<file path="config.mk">
export PLATFORM = sky130hd
export DESIGN_NAME = rcf_lane
export DESIGN_NICKNAME = d
export VERILOG_FILES = /design/src/rtl/rcf_pkg.sv /design/src/rtl/rcf_lane.sv
export SDC_FILE = /design/constraint.sdc
export NUM_CORES = 2
export LEC_CHECK = 0
export BUFFER_PORTS_ARGS = -buffer_cell sky130_fd_sc_hd__buf_4
export CORE_AREA = 4 4 312 314
export CTS_BUF_LIST = sky130_fd_sc_hd__clkbuf_8
export DETAILED_ROUTE_END_ITERATION = 12
export DIE_AREA = 0 0 316 318
export PLACE_DENSITY = 0.81
export RECOVER_POWER = 50
export SYNTH_ARGS = -nofsm -noshare
export SYNTH_HDL_FRONTEND = slang
export SYNTH_SLANG_ARGS = --single-unit
</file>
<file path="constraint.sdc">
create_clock -name clk -period 5.7 [get_ports clk]
set_clock_uncertainty 0.1 [all_clocks]
set_input_delay 0.855 -clock clk [delete_from_list [all_inputs] [get_ports clk]]
set_output_delay 0.855 -clock clk [all_outputs]
set_load 0.01 [all_outputs]
</file>
<file path="src/rtl/rcf_pkg.sv">
`default_nettype none

package rcf_pkg;

	// Line geometry.
	localparam int MAX_WIDTH = 2048;
	localparam int ADDR_W    = $clog2(MAX_WIDTH);
	localparam int COL_W     = 11;
	localparam int ROW_W     = 16;
	localparam int WIDTH_W   = 12;

	// Fixed-point formats.
	localparam int COEF_FRAC_BITS = 12;
	localparam int TAP_W    = 16;
	localparam int PIX_W    = 8;
	localparam int PROD_W   = PIX_W + TAP_W;
	localparam int ROWSUM_W = PROD_W + 2;
	localparam int SUM_W    = ROWSUM_W + 2;
	localparam int NUM_TAPS = 9;
	localparam int NUM_CH   = 4;

	// Configuration port.
	localparam int CFG_W     = 48;
	localparam int CFG_IDX_W = 3;

	localparam logic [CFG_IDX_W-1:0] REG_COEF_TOP    = 3'd0;
	localparam logic [CFG_IDX_W-1:0] REG_COEF_MIDDLE = 3'd1;
	localparam logic [CFG_IDX_W-1:0] REG_COEF_BOTTOM = 3'd2;
	localparam logic [CFG_IDX_W-1:0] REG_IMAGE_WIDTH = 3'd3;
	localparam logic [CFG_IDX_W-1:0] REG_IMAGE_HEIGHT = 3'd4;

	localparam logic [CFG_W-1:0]   COEF_RESET   = 48'h01C7_01C7_01C7;
	localparam logic [WIDTH_W-1:0] WIDTH_RESET  = 12'd640;
	localparam logic [ROW_W-1:0]   HEIGHT_RESET = 16'd480;

	typedef struct packed {
		logic [PIX_W-1:0] alpha;
		logic [PIX_W-1:0] blue;
		logic [PIX_W-1:0] green;
		logic [PIX_W-1:0] red;
	} pixel_t;

	// Both line stores share one word: upper row in the high half.
	typedef struct packed {
		pixel_t upper;
		pixel_t lower;
	} line_word_t;

	typedef logic [NUM_TAPS-1:0][PIX_W-1:0] pix9_t;
	typedef logic [NUM_TAPS-1:0][TAP_W-1:0] tap9_t;

	// Sideband that travels with an item down the pipeline.
	typedef struct packed {
		logic             res;
		logic [COL_W-1:0] column;
		logic [ROW_W-1:0] row;
		logic             last;
	} side_t;

	typedef struct packed {
		logic [PIX_W-1:0] red;
		logic [PIX_W-1:0] green;
		logic [PIX_W-1:0] blue;
		logic [PIX_W-1:0] alpha;
		logic [COL_W-1:0] column;
		logic [ROW_W-1:0] row;
		logic             last;
	} result_t;

	// Tap at position 0 (left), 1 (center) or 2 (right) of a kernel row.
	function automatic logic [TAP_W-1:0] tap_of(input logic [CFG_W-1:0] coef_row,
			input int pos);
		logic [TAP_W-1:0] t;
		case (pos)
			0: t = coef_row[TAP_W-1:0];
			1: t = coef_row[2*TAP_W-1:TAP_W];
			default: t = coef_row[3*TAP_W-1:2*TAP_W];
		endcase
		return t;
	endfunction

	// Drop the fraction (toward zero for positive sums) and clamp to 0..255.
	function automatic logic [PIX_W-1:0] finish(input logic signed [SUM_W-1:0] sum);
		logic [SUM_W-COEF_FRAC_BITS-1:0] q;
		logic [PIX_W-1:0] r;
		q = sum[SUM_W-1:COEF_FRAC_BITS];
		if (sum <= 0) begin
			r = '0;
		end else if (q > (SUM_W-COEF_FRAC_BITS)'(2**PIX_W - 1)) begin
			r = '1;
		end else begin
			r = q[PIX_W-1:0];
		end
		return r;
	endfunction

endpackage

`default_nettype wire

</file>
<file path="src/rtl/rcf_lane.sv">
`default_nettype none

module rcf_lane (
	input  wire                       clk,
	input  wire                       en,
	input  rcf_pkg::pix9_t            pix_s2,
	input  rcf_pkg::tap9_t            taps,
	output logic [rcf_pkg::PIX_W-1:0] result
);
	import rcf_pkg::*;

	logic signed [PROD_W-1:0]   mul [NUM_TAPS];
	logic signed [PROD_W-1:0]   prod_s3 [NUM_TAPS];
	logic signed [ROWSUM_W-1:0] rowsum_s4 [3];
	logic signed [SUM_W-1:0]    sum_s5;

	// Nine independent multipliers, pixel unsigned times tap signed.
	// The largest product, 255 times -32768, still fits in PROD_W bits.
	always_comb begin
		for (int i = 0; i < NUM_TAPS; i++) begin
			mul[i] = $signed({1'b0, pix_s2[i]}) * $signed(taps[i]);
		end
	end

	always_ff @(posedge clk) begin
		if (en) begin
			for (int i = 0; i < NUM_TAPS; i++) begin
				prod_s3[i] <= mul[i];
			end
			for (int r = 0; r < 3; r++) begin
				rowsum_s4[r] <= ROWSUM_W'(prod_s3[3*r]) + ROWSUM_W'(prod_s3[3*r+1])
					+ ROWSUM_W'(prod_s3[3*r+2]);
			end
			sum_s5 <= SUM_W'(rowsum_s4[0]) + SUM_W'(rowsum_s4[1]) + SUM_W'(rowsum_s4[2]);
		end
	end

	assign result = finish(sum_s5);

endmodule

`default_nettype wire

</file>
**After elaboration in Yosys (flattened, before gate mapping)**

Memories as Yosys holds them, arrays and structs flattened.
Index checks and enable logic that the tools add are counted.

- Add/sub/neg operators: 8
- $mul: 9
- Div/mod/pow operators: 0
- $lt $le $gt $ge: 2
- Equal/unequal tests: 0
- Shifts and indexed selects: 0
- Mux-type cells: 4
- Bitwise operators: 0
- Reduce and logical (&&, ||, !) cells: 0

Operator list:

| cell | count |
|---|---|
| $mul A9 B16 Y24 | 9 |
| $add A25 B24 Y26 | 3 |
| $add A24 B24 Y25 | 3 |
| $add A27 B26 Y28 | 1 |
| $le A28 B1 Y1 const B | 1 |
| $add A26 B26 Y27 | 1 |
| $gt A16 B8 Y1 const B | 1 |
| $mux W8 | 2 |
| $mux W1 | 2 |

- Flip-flop bits (word level): 28
- Bits in latches: 0
- Bits in writable memories: 294
- ROM bits: 0
- Output and inout bits: 8
- Word-level logic and storage cells: 26
- Memories kept: 2

Memories:

| memory | depth | bits a word | read ports | clocked after Yosys merged registers in | write ports | RTL line | text |
|---|---|---|---|---|---|---|---|
| prod_s3 | 9 | 24 | 9 | 0 | 9 | rcf_lane.sv:13 | `logic signed [PROD_W-1:0] prod_s3 [NUM_TAPS];` |
| rowsum_s4 | 3 | 26 | 3 | 0 | 3 | rcf_lane.sv:14 | `logic signed [ROWSUM_W-1:0] rowsum_s4 [3];` |

**Depth between registers and ports, before layout**

- Depth after elaboration: 3
- Mapped depth: 20
- Gate-level depth less buffers: 19

**Least setup slack after synthesis**

OpenSTA, ideal clock, no wires.

- Path kind: input to register
- From: in pix_s2[50] in the netlist's numbering
- To: mem prod_s3[0][167] in the netlist's numbering, data pin
- Arrival: 5210 ps
- Data required time: 5340 ps
- Slack: 131 ps
- Cell stages on the path: 18
- Path buffers: 1
- Cells stage by stage: clkbuf_1 nand2_1 fa_1 inv_1 fa_1 fa_1 inv_1 fa_1 inv_1 ha_1 a21o_1 a21o_1 a221o_1 a21o_1 a31o_1 a221o_1 a21oi_2 xnor2_1

RTL lines:

| element | RTL line | text |
|---|---|---|
| start, declared | rcf_lane.sv:6 | `input rcf_pkg::pix9_t pix_s2,` |
| end, declared | rcf_lane.sv:13 |  |

==> impl_metrics.py <==
metrics = {
    "outcome": {
        "status": "finished with violations",
        "violations": "max-capacitance violations, max-slew violations",
    },
    "cts": {
        "clkTransAtPathRegs_ns": 0.06,
        "post_cts_buffers": 0,
        "cts.sinks": 322,
        "cts_max_path_buffers": 3,
        "cts-root-buf": "clkbuf_8",
        "cts-resized-gates": 0,
        "clk_latency_ns": 0.67,
        "cts_htree_levels": 2,
        "hold_buffers": 0,
        "cts_buffers": 54,
        "cts_tree": "yes",
    },
    "timing": {
        "maxSlewViolCount": 96,
        "period_needed_ns": 5.26,
        "finalHoldViolations": 0,
        "relSlewSlack_pct": -183,
        "rsz0062_at_grt": "no",
        "worst_pin_slew_ns": 4.24,
        "holdWs_ns": 0.485,
        "fin_crit_sh_pct": 92.4,
        "clock.fmax_mhz": 190,
        "setup_violations": 0,
        "setup_tns_ns": 0,
    },
    "power": {
        "p_per_area_nw_per_um2": 650,
        "ir_drop_v": 0.000499,
        "power_leakage_nw": 30.9,
    },
    "floorplanning": {
        "start_util_pct": 59.7,
        "rows": 113,
        "pin_count": 226,
        "core-area_sq_um": 94600,
        "die_area_sq_um": 100000,
        "die_h_um": 318,
        "die_x_um": 316,
    },
    "place": {
        "dp_hpwl_um": 101000,
        "portBuffers": 225,
        "gp_congestion": 0.889,
        "dp_cells": 7299,
    },
    "routing": {
        "drtIter0Drc": 2459,
        "vias_per_cell": 5.38,
        "routed_wl_um": 121000,
        "detail_route.wl_per_cell_um": 16.4,
        "ant_nets": 0,
        "drt-pass1-iter-count": 8,
        "vias": 39900,
        "drcViolationCount": 0,
    },
    "yosys": {
        "syn_inst": 5885,
        "synth_top_area_share_pct": 35.5,
        "synthFlopType": "edfxtp_1",
        "yosysWarnings": 0,
        "syn_area_sq_um": 56500,
        "synth_nets": 7626,
        "synth_area_leaders": "fa_1, edfxtp_1, ha_1",
        "yosysMostFrequentCell": "inv_1",
        "synthArstFlopShare_pct": 0,
        "yosysTopAreaCell": "fa_1",
        "ys_ff_latch": 322,
        "synth_cell_type_count": 76,
        "synth_common_cells": "inv_1, fa_1, nand2_1",
        "yosysSeqAreaShare_pct": 17.1,
        "synth_enable_flop_cells": 322,
        "synth.avg_cell_area_sq_um": 9.60,
    },
    "run": {
        "cap_violations": 1,
    },
    "global_routing": {
        "grt_pass1_wl_um": 207000,
        "track_usage_pct": 25.1,
        "antenna_found_initial": 7,
        "grt_overflow": 0,
        "grt_pass1_vias": 42700,
        "grt_max_degree": 124,
    },
    "worst_setup_path": {
        "arrival_ns": 5.54,
        "worst-path-max-fanout": 13,
        "critPathKind": "input port to register",
        "cp-end-kind": "register",
        "rrSetupSlack_ns": 1.83,
        "cp.required_ns": 5.97,
        "timing.rr.start": "prod_s3[0][193]$_DFFE_PP_",
        "startpoint_type": "input port",
        "r2r-end": "rowsum_s4[0][77]$_DFFE_PP_",
        "rr_worst_depth": 12,
    },
    "min_path": {
        "min-delay-start": "taps[32]",
        "hold_end": "prod_s3[0][48]$_DFFE_PP_",
        "hold_path_class": "input port to register",
        "holdPathStages": 2,
    },
    "cells_and_area": {
        "layout.nets": 7831,
        "drive_gt1_share_pct": 5.45,
        "syn2layout_area_growth_pct": 7.44,
        "instances_no_fill": 7404,
    },
}
[layout by cell type (no fill, tap or decap), types with 8 or more instances in the layout]
cell type	n
o211ai_1	10
a21oi_1	189
o21ai_0	107
a31oi_1	20
edfxtp_1	322
inv_1	1461
a211oi_1	25
and2_1	520
clkbuf_8	55
xor2_1	70
nor4_1	10
nor3_1	35
o21a_1	59
o21bai_1	38
nand3_1	30
nor2_1	127
and3_1	15
xnor2_1	212
nand2b_1	19
nor2b_1	26
clkinv_2	10
nand2_1	717
o22ai_1	8
buf_4	233
fa_1	1002
or3_1	8
ha_1	521
a21o_1	111
clkinv_1	12
[critical path, cell delays in order]
cell      delay, ns
buf_4          0.10
clkbuf_1       0.46
nand2_1        0.15
fa_1           0.53
inv_1          0.05
fa_1           0.48
fa_1           0.56
inv_1          0.05
fa_1           0.47
inv_1          0.04
ha_1           0.32
o21a_1         0.20
o2111a_1       0.22
a22o_1         0.23
a31o_1         0.26
a221o_1        0.32
a21oi_2        0.15
xnor2_1        0.08
[area by class of cell]
type | instances | area, sq um
tap | 1265 | 1580
sequential | 322 | 9670
fill | 7455 | 33900
clock buffer | 55 | 757
timing repair buffer | 238 | 1800
clock inverter | 44 | 385
multi-input combinational | 4025 | 41000
inverter | 1449 | 5440
antenna | 6 | 15.0
[report_power, final]
group / switching [mW] / internal (mW)
Sequential: 0.893 / 5.73
Clock: 0.968 / 1.23
Combinational: 17.3 / 13.2
Total: 19.2 / 20.2
[metrics by stage]
stage / utilization [%] / setup WS [ns] / total power, mW / instance area (sq um)
after floorplan: - / 0.131 / 29.4 / 56500
after global placement: 62.9 / 0.138 / 36.1 / 59500
after detailed placement: 62.9 / -0.0119 / 36.9 / 59500
after CTS: 64.1 / 0.597 / 39.5 / 60700
after global routing: 64.2 / 0.181 / 43.6 / 60700
final: 64.2 / 0.435 / 39.4 / 60700
[registers in the layout (all words and copies together), names as in the netlist]
| name | count |
|---|---|
| prod_s3 | 216 |
| rowsum_s4 | 78 |
| sum_s5 | 28 |
[routing by layer]
layer	wire length, um	vias up	track usage (%)
li1	-	18500	-
met1	49700	20000	33.4
met2	62500	1095	44.7
met3	6130	200	2.41
met4	2740	2	5.73
met5	13	-	0
[worst max path at each step]
stage          cells after the start       start                   endpoint
4_1_cts                           18  pix_s2[40]  prod_s3[0][142]$_DFFE_PP_
2_1_floorplan                     18  pix_s2[50]  prod_s3[0][167]$_DFFE_PP_
6_report                          18  pix_s2[49]  prod_s3[0][167]$_DFFE_PP_
5_1_grt                           19  pix_s2[49]  prod_s3[0][166]$_DFFE_PP_
3_5_place_dp                      18  pix_s2[40]  prod_s3[0][142]$_DFFE_PP_
3_3_place_gp                      18  pix_s2[50]  prod_s3[0][167]$_DFFE_PP_
[cells by family (layout without fill, tap and decap cells)]
logic type / Yosys count / count (layout) / synth area share (%)
xor+xnor: 282 / 282 / 4.37
other cells: 0 / 6 / 0
flops: 322 / 322 / 17.1
buf+inv: 1538 / 1786 / 10.2
compound gates: 677 / 677 / 7.95
simple gates: 1540 / 1540 / 13.2
fa+ha+maj: 1523 / 1523 / 47.1
mux: 3 / 3 / 0.0532
Note: power is estimated with default switching activity, not from simulation.
